==> src/sv/id_allocator_with_free_stack_top_defines.svh <==
// ----------------------------------------------------------------------------
// id_allocator_with_free_stack_top_defines
// Assertion macros shared by the allocator RTL.
// ----------------------------------------------------------------------------
`ifndef ID_ALLOCATOR_WITH_FREE_STACK_TOP_DEFINES_SVH
`define ID_ALLOCATOR_WITH_FREE_STACK_TOP_DEFINES_SVH

`ifndef NO_ASSERTIONS
// cond must hold at every clock edge out of reset
`define ASSERT_ALWAYS(label, clk, rst_n, cond) \
    label: assert property (@(posedge clk) disable iff (!rst_n) (cond)) \
        else $error("invariant violated");
// trig in one cycle implies cond in the next
`define ASSERT_NEXT(label, clk, rst_n, trig, cond) \
    label: assert property (@(posedge clk) disable iff (!rst_n) (trig) |=> (cond)) \
        else $error("sequence violated");
`else
`define ASSERT_ALWAYS(label, clk, rst_n, cond)
`define ASSERT_NEXT(label, clk, rst_n, trig, cond)
`endif

`endif

==> src/sv/ida_pkg.sv <==
// ----------------------------------------------------------------------------
// ida_pkg
// Types and constants shared by the id allocator controller and datapath.
// ----------------------------------------------------------------------------
package ida_pkg;

    localparam int CAPACITY_DEF  = 1024;
    localparam int MAX_BATCH_DEF = 16;
    localparam int MIN_SPAN_DEF  = 2;

    localparam int ID_W  = 10;   // id, start_index, item_id, next_start
    localparam int CNT_W = 5;    // max_count, found_count

    typedef enum logic [1:0] {
        KIND_ALLOC   = 2'd0,
        KIND_RELEASE = 2'd1,
        KIND_QUERY   = 2'd2,
        KIND_SCAN    = 2'd3
    } kind_t;

    typedef enum logic [2:0] {
        ST_IDLE,
        ST_DECODE,
        ST_POP,
        ST_CHECK,
        ST_MOD,
        ST_SCAN_TEST,
        ST_SCAN_CHK,
        ST_OUT
    } state_t;

    typedef struct packed {
        logic load;
        logic alloc_fresh;
        logic alloc_fail;
        logic stack_rd;
        logic pop_commit;
        logic valid_rd;
        logic check_commit;
        logic scan_init;
        logic mod_step;
        logic scan_rd;
        logic scan_step;
        logic scan_final;
    } cmd_t;

    typedef struct packed {
        kind_t kind;
        logic  stack_empty;
        logic  hw_full;
        logic  mod_last;
        logic  scan_more;
        logic  hit;
        logic  res_last;
    } status_t;

    typedef struct packed {
        logic             ok;
        logic [ID_W-1:0]  item_id;
        logic             entry_found;
        logic [ID_W-1:0]  next_start;
        logic [CNT_W-1:0] found_count;
        logic             last;
    } res_t;

endpackage

==> src/sv/ida_ctrl.sv <==
// ----------------------------------------------------------------------------
// ida_ctrl
// Sequencer for the id allocator: accepts a request, steps the datapath
// through it and holds each result until the receiver takes it.
// ----------------------------------------------------------------------------
`include "id_allocator_with_free_stack_top_defines.svh"

module ida_ctrl
    import ida_pkg::*;
(
    input  logic    clk,
    input  logic    rst_n,
    input  logic    in_valid,
    output logic    in_ready,
    output logic    out_valid,
    input  logic    out_ready,
    input  status_t status,
    output cmd_t    cmd
);

    state_t state_reg;
    state_t state_next;
    logic   out_fire;

    assign out_fire = out_valid & out_ready;

    always_ff @(posedge clk or negedge rst_n)
    begin
        if (!rst_n)
            state_reg <= ST_IDLE;
        else
            state_reg <= state_next;
    end

    always_comb
    begin
        state_next = state_reg;
        cmd        = '0;
        in_ready   = 1'b0;
        out_valid  = 1'b0;
        unique case (state_reg)
            ST_IDLE:
            begin
                in_ready = 1'b1;
                if (in_valid)
                begin
                    cmd.load   = 1'b1;
                    state_next = ST_DECODE;
                end
            end
            ST_DECODE:
            begin
                unique case (status.kind)
                    KIND_ALLOC:
                    begin
                        // reuse a freed id before touching the high-water mark
                        priority if (!status.stack_empty)
                        begin
                            cmd.stack_rd = 1'b1;
                            state_next   = ST_POP;
                        end
                        else if (!status.hw_full)
                        begin
                            cmd.alloc_fresh = 1'b1;
                            state_next      = ST_OUT;
                        end
                        else
                        begin
                            cmd.alloc_fail = 1'b1;
                            state_next     = ST_OUT;
                        end
                    end
                    KIND_RELEASE, KIND_QUERY:
                    begin
                        cmd.valid_rd = 1'b1;
                        state_next   = ST_CHECK;
                    end
                    KIND_SCAN:
                    begin
                        cmd.scan_init = 1'b1;
                        state_next    = ST_MOD;
                    end
                endcase
            end
            ST_POP:
            begin
                cmd.pop_commit = 1'b1;
                state_next     = ST_OUT;
            end
            ST_CHECK:
            begin
                cmd.check_commit = 1'b1;
                state_next       = ST_OUT;
            end
            ST_MOD:
            begin
                cmd.mod_step = 1'b1;
                if (status.mod_last)
                    state_next = ST_SCAN_TEST;
            end
            ST_SCAN_TEST:
            begin
                if (status.scan_more)
                begin
                    cmd.scan_rd = 1'b1;
                    state_next  = ST_SCAN_CHK;
                end
                else
                begin
                    cmd.scan_final = 1'b1;
                    state_next     = ST_OUT;
                end
            end
            ST_SCAN_CHK:
            begin
                cmd.scan_step = 1'b1;
                state_next    = status.hit ? ST_OUT : ST_SCAN_TEST;
            end
            ST_OUT:
            begin
                out_valid = 1'b1;
                // hold the result until taken; a scan hit resumes the walk
                if (out_ready)
                    state_next = status.res_last ? ST_IDLE : ST_SCAN_TEST;
            end
            default:
                state_next = ST_IDLE;
        endcase
    end

    `ASSERT_NEXT(a_last_returns_idle, clk, rst_n, out_fire && status.res_last, state_reg == ST_IDLE)

endmodule

==> config.mk <==
export PLATFORM = sky130hd
export DESIGN_NAME = ida_ctrl
export DESIGN_NICKNAME = d
export VERILOG_FILES = /design/src/sv/ida_pkg.sv /design/src/sv/ida_ctrl.sv
export VERILOG_INCLUDE_DIRS = /design/src /design/src/sv
export SDC_FILE = /design/constraint.sdc
export NUM_CORES = 1
export LEC_CHECK = 0
export ABC_AREA = 1
export BUFFER_PORTS_ARGS = -buffer_cell sky130_fd_sc_hd__clkbuf_2
export CORE_AREA = 2 2 39 41
export CTS_BUF_LIST = sky130_fd_sc_hd__clkbuf_8
export CTS_CLUSTER_SIZE = 24
export DETAILED_ROUTE_END_ITERATION = 10
export DIE_AREA = 0 0 41 43
export HOLD_SLACK_MARGIN = 0.08
export PLACE_DENSITY = 0.75
export SLEW_MARGIN = 20
export SYNTH_ARGS = -nofsm -noshare
export SYNTH_HDL_FRONTEND = slang
export SYNTH_SLANG_ARGS = --single-unit
==> constraint.sdc <==
create_clock -name clk -period 1.04 [get_ports clk]
set_input_delay 0.104 -clock clk [delete_from_list [all_inputs] [get_ports clk]]
set_output_delay 0.104 -clock clk [all_outputs]
set_load 0.02 [all_outputs]
Word level (Yosys, flattened, before mapping)
Cells that the tools add are included.
- equality and inequality tests: 13
- muxes and demuxes: 31
- reductions and logical operators: 5
- operators with widths (kind ; count):
    3-bit 2-to-1 mux ; 7
    3-bit one-hot mux with 7 select lines ; 1
    1-bit 2-to-1 mux ; 20
    3-bit equality test, second input constant ; 4
    3-bit one-hot mux with 3 select lines ; 1
    3-bit by 2-bit equality test with 1-bit output, second input constant ; 2
    2-bit inequality test, second input constant ; 3
    2-bit equality test, second input constant ; 2
    2-bit 2-to-1 mux ; 2
    2-bit OR reduction ; 2
    3-bit by 1-bit equality test with 1-bit output, second input constant ; 1
    3-bit zero test ; 1
    3-bit AND reduction ; 1
    2-bit by 1-bit equality test with 1-bit output, second input constant ; 1
    2-bit zero test ; 1
- register bits after elaboration: 3
- word-level logic and storage cells: 50

Longest topological paths before layout
Gate-level depths: netlist of the first run.
- depth in word-level cells: 4
- gate-level depth with buffers: 8

Worst setup path after synthesis of the first run
OpenSTA, ideal clock, no wires.
- path type: reg-to-output
- start point: reg state_reg[2]
- end point: out cmd[10] (netlist name)
- data arrival time: 1310 ps
- required time: 936 ps
- setup slack: -374 ps
- cell stages (with the launch flop): 5
- cells stage by stage: dfrtp_1 > buf_4 > inv_2 > nand3_4 > nor4_1
- RTL lines (element ; RTL line ; source):
    from (decl) ; ida_ctrl.sv:21 ; state_t state_reg;
    from (signal assigned) ; ida_ctrl.sv:32 ; state_reg <= state_next;
    to (decl) ; ida_ctrl.sv:18 ; output cmd_t cmd

==> flow_metrics.py, run 1 <==
metrics = {
    "drt": {
        "drc": 0,
        "dr.first_iter.drc_count": 15,
        "routed_wl_mm": 1.57,
        "first_pass_iters": 5,
        "vias": 605,
        "viasPerCell": 4.62,
        "antenna_left": 0,
        "wire_per_inst_um": 12.0,
    },
    "cells_and_area": {
        "diodes": 0,
        "final_nets": 132,
        "largest_register_ff_count": 3,
        "layout_commonest_cell": "buf_4",
        "finish.instance_area_um2": 941,
        "syn_to_final_growth_pct": 121,
        "drive_gt1_share_pct": 65.2,
        "final_cell_mix": "buf_4 (22), inv_1 (12), clkbuf_2 (11)",
        "fin_util_pct": 68.0,
    },
    "power": {
        "ir_worst_vdd_mv": 1.60,
        "p_leak_nw": 0.502,
        "finalPower_w": 0.00272,
        "p_per_area_nw_per_um2": 2890,
    },
    "setup_path": {
        "rr_endpoint": "state_reg[0]",
        "slowest_stage": "dfrtp_2",
        "crit_path_cell_trace": "inv_4 > nand3_4 > nor4_4 > buf_4",
        "critPathLaunchType": "flip-flop",
        "path_class": "flip-flop to primary output",
        "r2r_cells": 9,
        "slowest_delay_ns": 0.45,
        "r2r_start": "state_reg[0]",
        "cp_max_fo": 6,
        "crit_required_ns": 0.94,
        "cp.arrival_ns": 1.22,
        "critPathCaptureType": "primary output",
        "r2r_slack_ns": -0.19,
    },
    "logic_synthesis": {
        "yosysUniqueCellTypes": 21,
        "yosysWarnings": 0,
        "seq_area_frac_synth_pct": 17.6,
        "syn_inst": 68,
        "ys_ff_latch": 3,
        "syn_nets": 84,
        "netlist_area_um2": 427,
        "avgSynthCellArea_um2": 6.27,
    },
    "clock_tree": {
        "clk_pin_slew_worst_paths_ns": 0.03,
        "cts_root_buf": "clkbuf_8",
        "htree_levels": 1,
        "cts_sinks": 3,
        "clock_path_buffers": 2,
        "clkLatencyLatePin_ns": 0.23,
        "numCtsBuffers": 3,
        "cts_tree": "done",
    },
    "global_route": {
        "grt.overflow.total": 0,
        "antenna_found_initial": 0,
        "grt_util_all_layers_pct": 16.0,
        "grt_pass1_wl_mm": 1.90,
        "grt_pass1_vias": 500,
        "grt_max_degree": 10,
    },
    "flow_run": {
        "maxCapViolCount": 0,
    },
    "timing": {
        "worst_slew_pin_slew_ns": 0.193,
        "finalSetupViolCount": 17,
        "final-hold-violation-count": 0,
        "period_minus_slack_ns": 1.33,
        "rsz0062_at_grt": "true",
        "finalCritPeriodShare_pct": 127,
        "relSlewSlack_pct": 87.2,
        "worst_slack_ns": -0.285,
        "fmax_ghz": 0.755,
        "slew_viol_final": 0,
        "fin_skew_ns": 0.00433,
    },
    "status": {
        "status": "finished with violations",
        "violations": "negative setup slack",
    },
    "floorplan": {
        "fp.dieH_um": 43,
        "die_x_um": 41,
        "boundaryPins": 26,
        "design.core.area_um2": 1380,
        "start_util_pct": 30.8,
        "row_count": 14,
        "die-area_um2": 1760,
    },
    "min_path": {
        "holdCritStartpoint": "status[1]",
        "hold_class": "input port to flip-flop",
        "whs_endpoint": "state_reg[1]",
        "hold_path_depth": 3,
    },
    "placed_design": {
        "preCtsSetupSlack_ns": -0.191,
        "dp_hpwl_um": 909,
        "dpl_cell_area_um2": 683,
        "portBuffers": 25,
        "place.gp.congestion": 0.823,
    },
}
cells in the mapped netlist (all sizes together):
cell / count / area (um^2)
a21oi: 3 / 15.0
buf: 2 / 18.8
dfrtp: 3 / 75.1
ha: 4 / 50.1
inv: 15 / 56.3
nand2: 12 / 47.6
nand3: 6 / 47.6
nand3b: 1 / 7.51
nor2: 13 / 58.8
nor3: 5 / 25.0
nor4: 1 / 6.26
o21a: 1 / 7.51
o21ai: 1 / 5.00
or2: 1 / 6.26
worst max-delay path by stage:
stage,start,end,cells after the start
after floorplan,state_reg[0],state_reg[1],4
after global placement,state_reg[0],state_reg[2],7
after detailed placement,state_reg[0],state_reg[0],6
after CTS,state_reg[1],cmd[10],4
after global routing,state_reg[2],cmd[10],4
final,state_reg[2],cmd[10],4
power breakdown:
part / switching (W) / internal [W]
combinational: 0.00106 / 0.000989
sequential: 0.000125 / 0.000196
clock: 0.000101 / 0.000253
metrics by stage:
step / setup TNS [ns] / instances / hold WS (ns)
finish: -3.91 / 131 / 0.146
detailed placement: -1.53 / 120 / -0.0975
CTS: -4.43 / 127 / 0.136
global placement: -1.14 / 120 / -0.0996
floorplan: -0.764 / 68 / -0.192
global route: -4.56 / 131 / 0.164
cell families (layout without fill, tap and decap cells):
kind of cell,after synthesis,count (layout),share of synthesized area [%]
simple gates,39,39,46.6
buf+inv,17,64,17.6
compound gates,5,5,6.45
fa+ha+maj,4,4,11.7
flops,3,3,17.6
metal layers:
| metal | routed length, um | global-route usage (%) |
|---|---|---|
| met3 | 87 | 4.71 |
| met1 | 571 | 17.9 |
| met4 | 19 | 6.00 |
| met5 | 0 | 0 |
| met2 | 893 | 26.9 |
critical path, delay by kind of cell, from the launching register on:
kind | cells | cell delay (ns)
buffers and inverters | 2 | 0.27
and+or+nand+nor | 2 | 0.27
DFF | 1 | 0.45
cell type report:
type,instances,area (um^2)
repair buffers,45,357
clock inverters,1,3.75
multi-input cells,48,377
flip-flops and latches,3,78.8
clock buffers,3,41.3
inverters,15,63.8
well taps,16,20.0
fillers,117,443
repair_timing:
action / in CTS / in global routing
gates resized for setup: 15 / 49
hold buffers: 1 / 0
buffers inserted: 2 / 5
pin swaps: 4 / 11
hold endpoints to repair: 3 / 0
endpoints found under the setup margin: 17 / 17
cloned: 0 / 0
Note: power is estimated with default switching activity, not from simulation.
==> run 2: changes to the inputs <==
- ABC_AREA: 1 -> unset
- PLACE_DENSITY: 0.75 -> 0.72
==> flow_metrics.py, run 2 <==
metrics = {
    "logic_synthesis": {
        "seq_area_frac_synth_pct": 19.0,
        "synthAdderAreaFrac_pct": 12.7,
        "yosysTopAreaCell": "dfrtp_1",
        "synth.top_cells.by_area": "dfrtp_1 (19%), ha_1 (13%), a21oi_1 (5.1%), and3_1 (4.8%), and3b_1 (4.4%)",
        "ys_ff_latch": 3,
        "syn_nets": 64,
        "synthFlopType": "dfrtp_1",
        "muxShareOfSynthArea_pct": 2.86,
        "netlist_area_um2": 394,
        "synth_xor_area_share_pct": 0,
        "async_reset_ff_share_pct": 100,
        "yosysWarnings": 0,
        "yosysUniqueCellTypes": 26,
        "synth_edf_count": 0,
        "synth-compound-area-share_pct": 14.3,
        "synth_common_cells": "a21oi_1 (4), ha_1 (4), nor2_1 (4)",
        "synth_top_family_by_area": "simple AND/OR/NAND/NOR gates",
        "synth_top_cell_area_share_pct": 19.0,
        "avgSynthCellArea_um2": 8.21,
        "yosys.area_share.simple_pct": 41.6,
        "syn_inst": 48,
    },
    "clock_tree": {
        "cts_tree": "done",
        "htree_levels": 1,
        "cts_root_buf": "clkbuf_8",
        "clk_pin_slew_worst_paths_ns": 0.03,
        "numCtsBuffers": 3,
        "clkLatencyLatePin_ns": 0.21,
        "cts_sinks": 3,
        "clock_path_buffers": 2,
    },
    "placed_design": {
        "portBuffers": 25,
        "dp_hpwl_um": 852,
        "dp_cells": 92,
        "preCtsSetupSlack_ns": -0.217,
        "place.gp.congestion": 0.700,
    },
    "min_path": {
        "whs_endpoint": "state_reg[0]",
        "hold_class": "input port to flip-flop",
        "hold_path_depth": 3,
        "holdCritStartpoint": "status[3]",
    },
    "cells_and_area": {
        "syn_to_final_growth_pct": 114,
        "largest_register_ff_count": 3,
        "fillCellCount": 115,
        "fin_cells": 104,
        "seq_area_um2": 78.8,
        "final_cell_mix": "buf_4 (13), clkbuf_2 (11), clkbuf_8 (7)",
        "multi_input_area_um2": 358,
        "drive_gt1_share_pct": 64.8,
        "diodes": 0,
        "layout_commonest_cell": "buf_4",
        "final_nets": 105,
    },
    "timing": {
        "relSlewSlack_pct": 82.4,
        "finalSetupViolCount": 16,
        "period_minus_slack_ns": 1.39,
        "worst_slack_ns": -0.346,
        "final-hold-violation-count": 0,
        "fmax_ghz": 0.722,
        "rsz0062_at_grt": "true",
        "finalCritPeriodShare_pct": 133,
        "fin_skew_ns": 0.00254,
        "slew_viol_final": 0,
        "worst_slew_pin_slew_ns": 0.264,
        "timing.hold.ws_ns": 0.190,
    },
    "global_route": {
        "grt_util_all_layers_pct": 14.7,
        "antenna_found_initial": 0,
        "grt.overflow.total": 0,
        "grt_pass1_vias": 445,
        "grt_max_degree": 15,
        "grt_pass1_wl_mm": 1.81,
    },
    "floorplan": {
        "row_count": 14,
        "die-area_um2": 1760,
        "boundaryPins": 26,
        "die_x_um": 41,
        "start_util_pct": 28.5,
        "fp.dieH_um": 43,
        "design.core.area_um2": 1380,
    },
    "setup_path": {
        "path_class": "flip-flop to primary output",
        "cp.arrival_ns": 1.28,
        "r2r_cells": 4,
        "critPathCaptureType": "primary output",
        "crit_required_ns": 0.94,
        "r2r_start": "state_reg[0]",
        "r2r_slack_ns": -0.20,
        "critPathLaunchType": "flip-flop",
        "rr_endpoint": "state_reg[0]",
        "cp_max_fo": 4,
    },
    "drt": {
        "vias": 505,
        "wire_per_inst_um": 11.5,
        "drc": 0,
        "dr.first_iter.drc_count": 3,
        "first_pass_iters": 2,
        "routed_wl_mm": 1.19,
        "antenna_left": 0,
        "viasPerCell": 4.86,
    },
    "flow_run": {
        "maxCapViolCount": 0,
    },
    "power": {
        "p_leak_nw": 0.412,
        "p_per_area_nw_per_um2": 2040,
        "ir_worst_vdd_mv": 1.12,
        "finalPower_w": 0.00172,
    },
    "status": {
        "violations": "negative setup slack",
        "status": "finished with violations",
    },
}
==> run 2: cell count changes after synthesis, sizes merged, moves of 2 or more <==
| cell | change |
|---|---|
| and3 | +3 |
| and3b | +2 |
| nand3 | -4 |
| nor3 | -3 |
| nor2b | +2 |
| inv | -12 |
| nand2 | -10 |
| nand4 | +2 |
| nor2 | -9 |
| nor3b | +3 |
==> run 2: layout make-up <==
class / instances / share of cell area (%)
clock inverter: 1 / 0.445
timing repair buffer: 39 / 39.2
inverter: 3 / 1.34
multi-input combinational: 39 / 42.4
sequential: 3 / 9.35
tap: 16 / 2.37
clock buffer: 3 / 4.90
==> run 2: how the worst max path moves through the flow <==
stage | start | end | slack [ns] | cells after the start
4_1_cts | state_reg[1] | cmd[10] | -0.36 | 4
6_report | state_reg[2] | cmd[9] | -0.35 | 4
3_3_place_gp | status[6] | state_reg[0] | -0.16 | 6
5_1_grt | state_reg[2] | cmd[10] | -0.42 | 4
3_5_place_dp | state_reg[2] | cmd[10] | -0.22 | 4
2_1_floorplan | state_reg[0] | cmd[11] | -0.16 | 2
==> run 2: critical path, cell delays in order, from the launching register on <==
cell and delay [ns]:
dfrtp_2 0.43, nor2_4 0.12, nand4_1 0.22, nor2_4 0.18, buf_8 0.12
==> run 2: cells by family (layout without fill, tap and decap cells) <==
logic type,after synthesis,in the layout
AO/OA/AOI/OAI,8,8
multiplexers,1,1
buffers and inverters,6,46
AND/OR/NAND/NOR,26,26
flip-flops,3,3
adder cells (fa/ha/maj),4,4
==> run 2: layer usage <==
layer | GRT usage [%] | vias up | share of wire, %
li1 | - | 253 | -
met1 | 15.9 | 231 | 36
met2 | 25.6 | 19 | 56
met3 | 3.14 | 2 | 6.7
met4 | 6.00 | 0 | 0.67
met5 | 0 | - | 0
==> run 2: what timing repair did <==
item                       CTS  global route
pin swaps                    3             6
hold endpoints to repair     3             0
gates resized for setup     21            21
buffers inserted             4             3
setup endpoints to repair   15            17
hold buffers                 1             0
==> run 2: through the flow <==
step | util [%] | area (um^2) | setup TNS, ns
after CTS | 56.1 | 777 | -4.25
after global placement | 44.5 | 616 | -0.888
after detailed placement | 44.5 | 616 | -1.30
after global routing | 60.9 | 843 | -4.96
final | 60.9 | 843 | -4.13
after floorplan | - | 452 | -0.382
==> run 2: where the power goes <==
| part | internal [W] | leakage (nW) | switching (W) |
|---|---|---|---|
| Combinational | 0.000574 | 0.356 | 0.000557 |
| Sequential | 0.000174 | 0.0288 | 0.0000957 |
| Clock | 0.000251 | 0.0269 | 0.0000723 |
==> run 3: changes to the inputs <==
- SETUP_SLACK_MARGIN: unset -> 0.02
==> flow_metrics.py, run 3 (synthesis gave the netlist of run 2 again) <==
metrics = {
    "status": {
        "status": "finished with violations",
        "violations": "negative setup slack",
    },
    "drt": {
        "vias": 509,
        "met2_length_um": 659,
        "wire_per_inst_um": 11.6,
        "drc": 0,
        "top_layer_used": "met3",
        "viasPerCell": 4.89,
        "dr.first_iter.drc_count": 11,
        "wl_met3_um": 62,
        "routed_wl_mm": 1.21,
        "met1_length_um": 485,
        "antenna_left": 0,
        "first_pass_iters": 3,
    },
    "placed_design": {
        "portBuffers": 25,
        "place.gp.congestion": 0.784,
        "dp_hpwl_um": 889,
    },
    "floorplan": {
        "fp.dieH_um": 43,
        "boundaryPins": 26,
        "start_util_pct": 28.5,
        "design.core.area_um2": 1380,
        "row_count": 14,
        "die-area_um2": 1760,
        "die_x_um": 41,
    },
    "setup_path": {
        "crit_path_cell_trace": "buf_4 > nor3_4 > and2_4 > clkbuf_8",
        "critPathLaunchType": "flip-flop",
        "cp_max_fo": 6,
        "slowest_stage": "dfrtp_2",
        "cp.arrival_ns": 1.30,
        "crit_required_ns": 0.94,
        "slowest_delay_ns": 0.44,
        "critPathCaptureType": "primary output",
        "path_class": "flip-flop to primary output",
    },
    "cells_and_area": {
        "fillCellCount": 117,
        "final_nets": 105,
        "syn_to_final_growth_pct": 123,
        "largest_register_ff_count": 3,
        "fin_util_pct": 63.4,
        "layout_commonest_cell": "buf_4",
        "final_cell_mix": "buf_4 (13), clkbuf_8 (11), clkbuf_2 (11)",
        "drive_gt1_share_pct": 68.2,
        "diodes": 0,
    },
    "timing": {
        "relSlewSlack_pct": 80.2,
        "final-hold-violation-count": 0,
        "finalSetupViolCount": 17,
        "rsz0062_at_grt": "true",
        "fmax_ghz": 0.713,
        "worst_slack_ns": -0.362,
        "fin_skew_ns": 0.00219,
        "slew_viol_final": 0,
        "period_minus_slack_ns": 1.40,
        "worst_slew_pin_slew_ns": 0.297,
        "finalCritPeriodShare_pct": 135,
        "tns_ns": -3.92,
    },
    "power": {
        "seqPwrFrac_pct": 15.4,
        "power.net_switching_w": 0.000746,
        "swShare_pct": 41.2,
        "p_clk_share_pct": 18.0,
        "p_leak_nw": 0.421,
        "p_per_area_nw_per_um2": 2060,
        "p_int_w": 0.00106,
        "ir_worst_vdd_mv": 1.17,
        "pwr-share-comb_pct": 66.6,
    },
    "clock_tree": {
        "clock_path_buffers": 2,
        "clkLatencyLatePin_ns": 0.21,
        "clk_pin_slew_worst_paths_ns": 0.03,
        "cts_tree": "done",
        "numCtsBuffers": 3,
        "cts_sinks": 3,
        "htree_levels": 1,
        "cts_root_buf": "clkbuf_8",
    },
    "global_route": {
        "grt_pass1_vias": 479,
        "grt_pass1_wl_mm": 1.92,
        "grt_util_all_layers_pct": 15.4,
        "antenna_found_initial": 0,
        "grt.overflow.total": 0,
        "grt_max_degree": 9,
    },
    "flow_run": {
        "maxCapViolCount": 0,
    },
    "min_path": {
        "hold_class": "input port to flip-flop",
    },
}
-- run 3: cell types whose count changed in the layout (fill, tap and decap cells not counted), sizes merged --
cell,change
buf,-4
clkbuf,+4
-- run 3: per-stage QoR --
stage,cells,power (W),setup slack [ns],hold slack (ns),instance area (um^2)
floorplan,48,0.000910,-0.0709,-0.192,473
global placement,98,0.00123,-0.131,-0.0974,682
detailed placement,98,0.00125,-0.135,-0.0941,682
CTS,104,0.00176,-0.347,0.193,855
global route,104,0.00195,-0.420,0.233,877
finish,104,0.00181,-0.362,0.194,877
-- run 3: timing repair --
| item | 4_1_cts | 5_1_grt |
|---|---|---|
| setup buffers | 1 | 0 |
| pin swaps | 3 | 1 |
| hold buffers | 1 | 0 |
| resized for setup | 26 | 12 |
| setup endpoints to repair | 17 | 17 |
| hold endpoints to repair | 3 | 0 |
-- run 3: path summary, 6_finish.rpt --
check / from / cells past startpoint / slack [ns] / end
max in group asynchronous: rst_n / 2 / 0.70 / state_reg[1]
setup / recovery: state_reg[2] / 4 / -0.36 / cmd[11]
hold reg to reg: state_reg[0] / 2 / 0.70 / state_reg[0]
min in group asynchronous: rst_n / 2 / 0.22 / state_reg[0]
hold / removal: status[3] / 3 / 0.19 / state_reg[0]
setup reg to reg: state_reg[2] / 3 / -0.08 / state_reg[0]
-- run 3: metal layers --
metal  vias up  GRT usage, %
met5         -             0
li1        256             -
met1       239          16.8
met2        14          28.7
met4         0          2.00
met3         0          3.14
-- run 3: final cells by class --
type | instances | area (um^2) | area share, %
well taps | 16 | 20.0 | 2.28
clock inverters | 1 | 3.75 | 0.428
multi-input cells | 39 | 374 | 42.7
repair buffers | 39 | 348 | 39.7
inverters | 3 | 11.3 | 1.28
flip-flops and latches | 3 | 78.8 | 8.99
clock buffers | 3 | 41.3 | 4.71
-- run 3: worst max-delay path, delay by kind of cell, from the launching register on --
kind,cells,cell delay [ns]
DFF,1,0.44
and+or+nand+nor,2,0.35
buffers and inverters,2,0.29
-- run 3: power by group through the flow --
stage | combinational, W | clock [W] | sequential, W
floorplan | 0.000629 | 0 | 0.000281
global placement | 0.000953 | 0 | 0.000277
detailed placement | 0.000970 | 0 | 0.000279
CTS | 0.00115 | 0.000334 | 0.000278
global route | 0.00130 | 0.000352 | 0.000291
finish | 0.00121 | 0.000326 | 0.000278
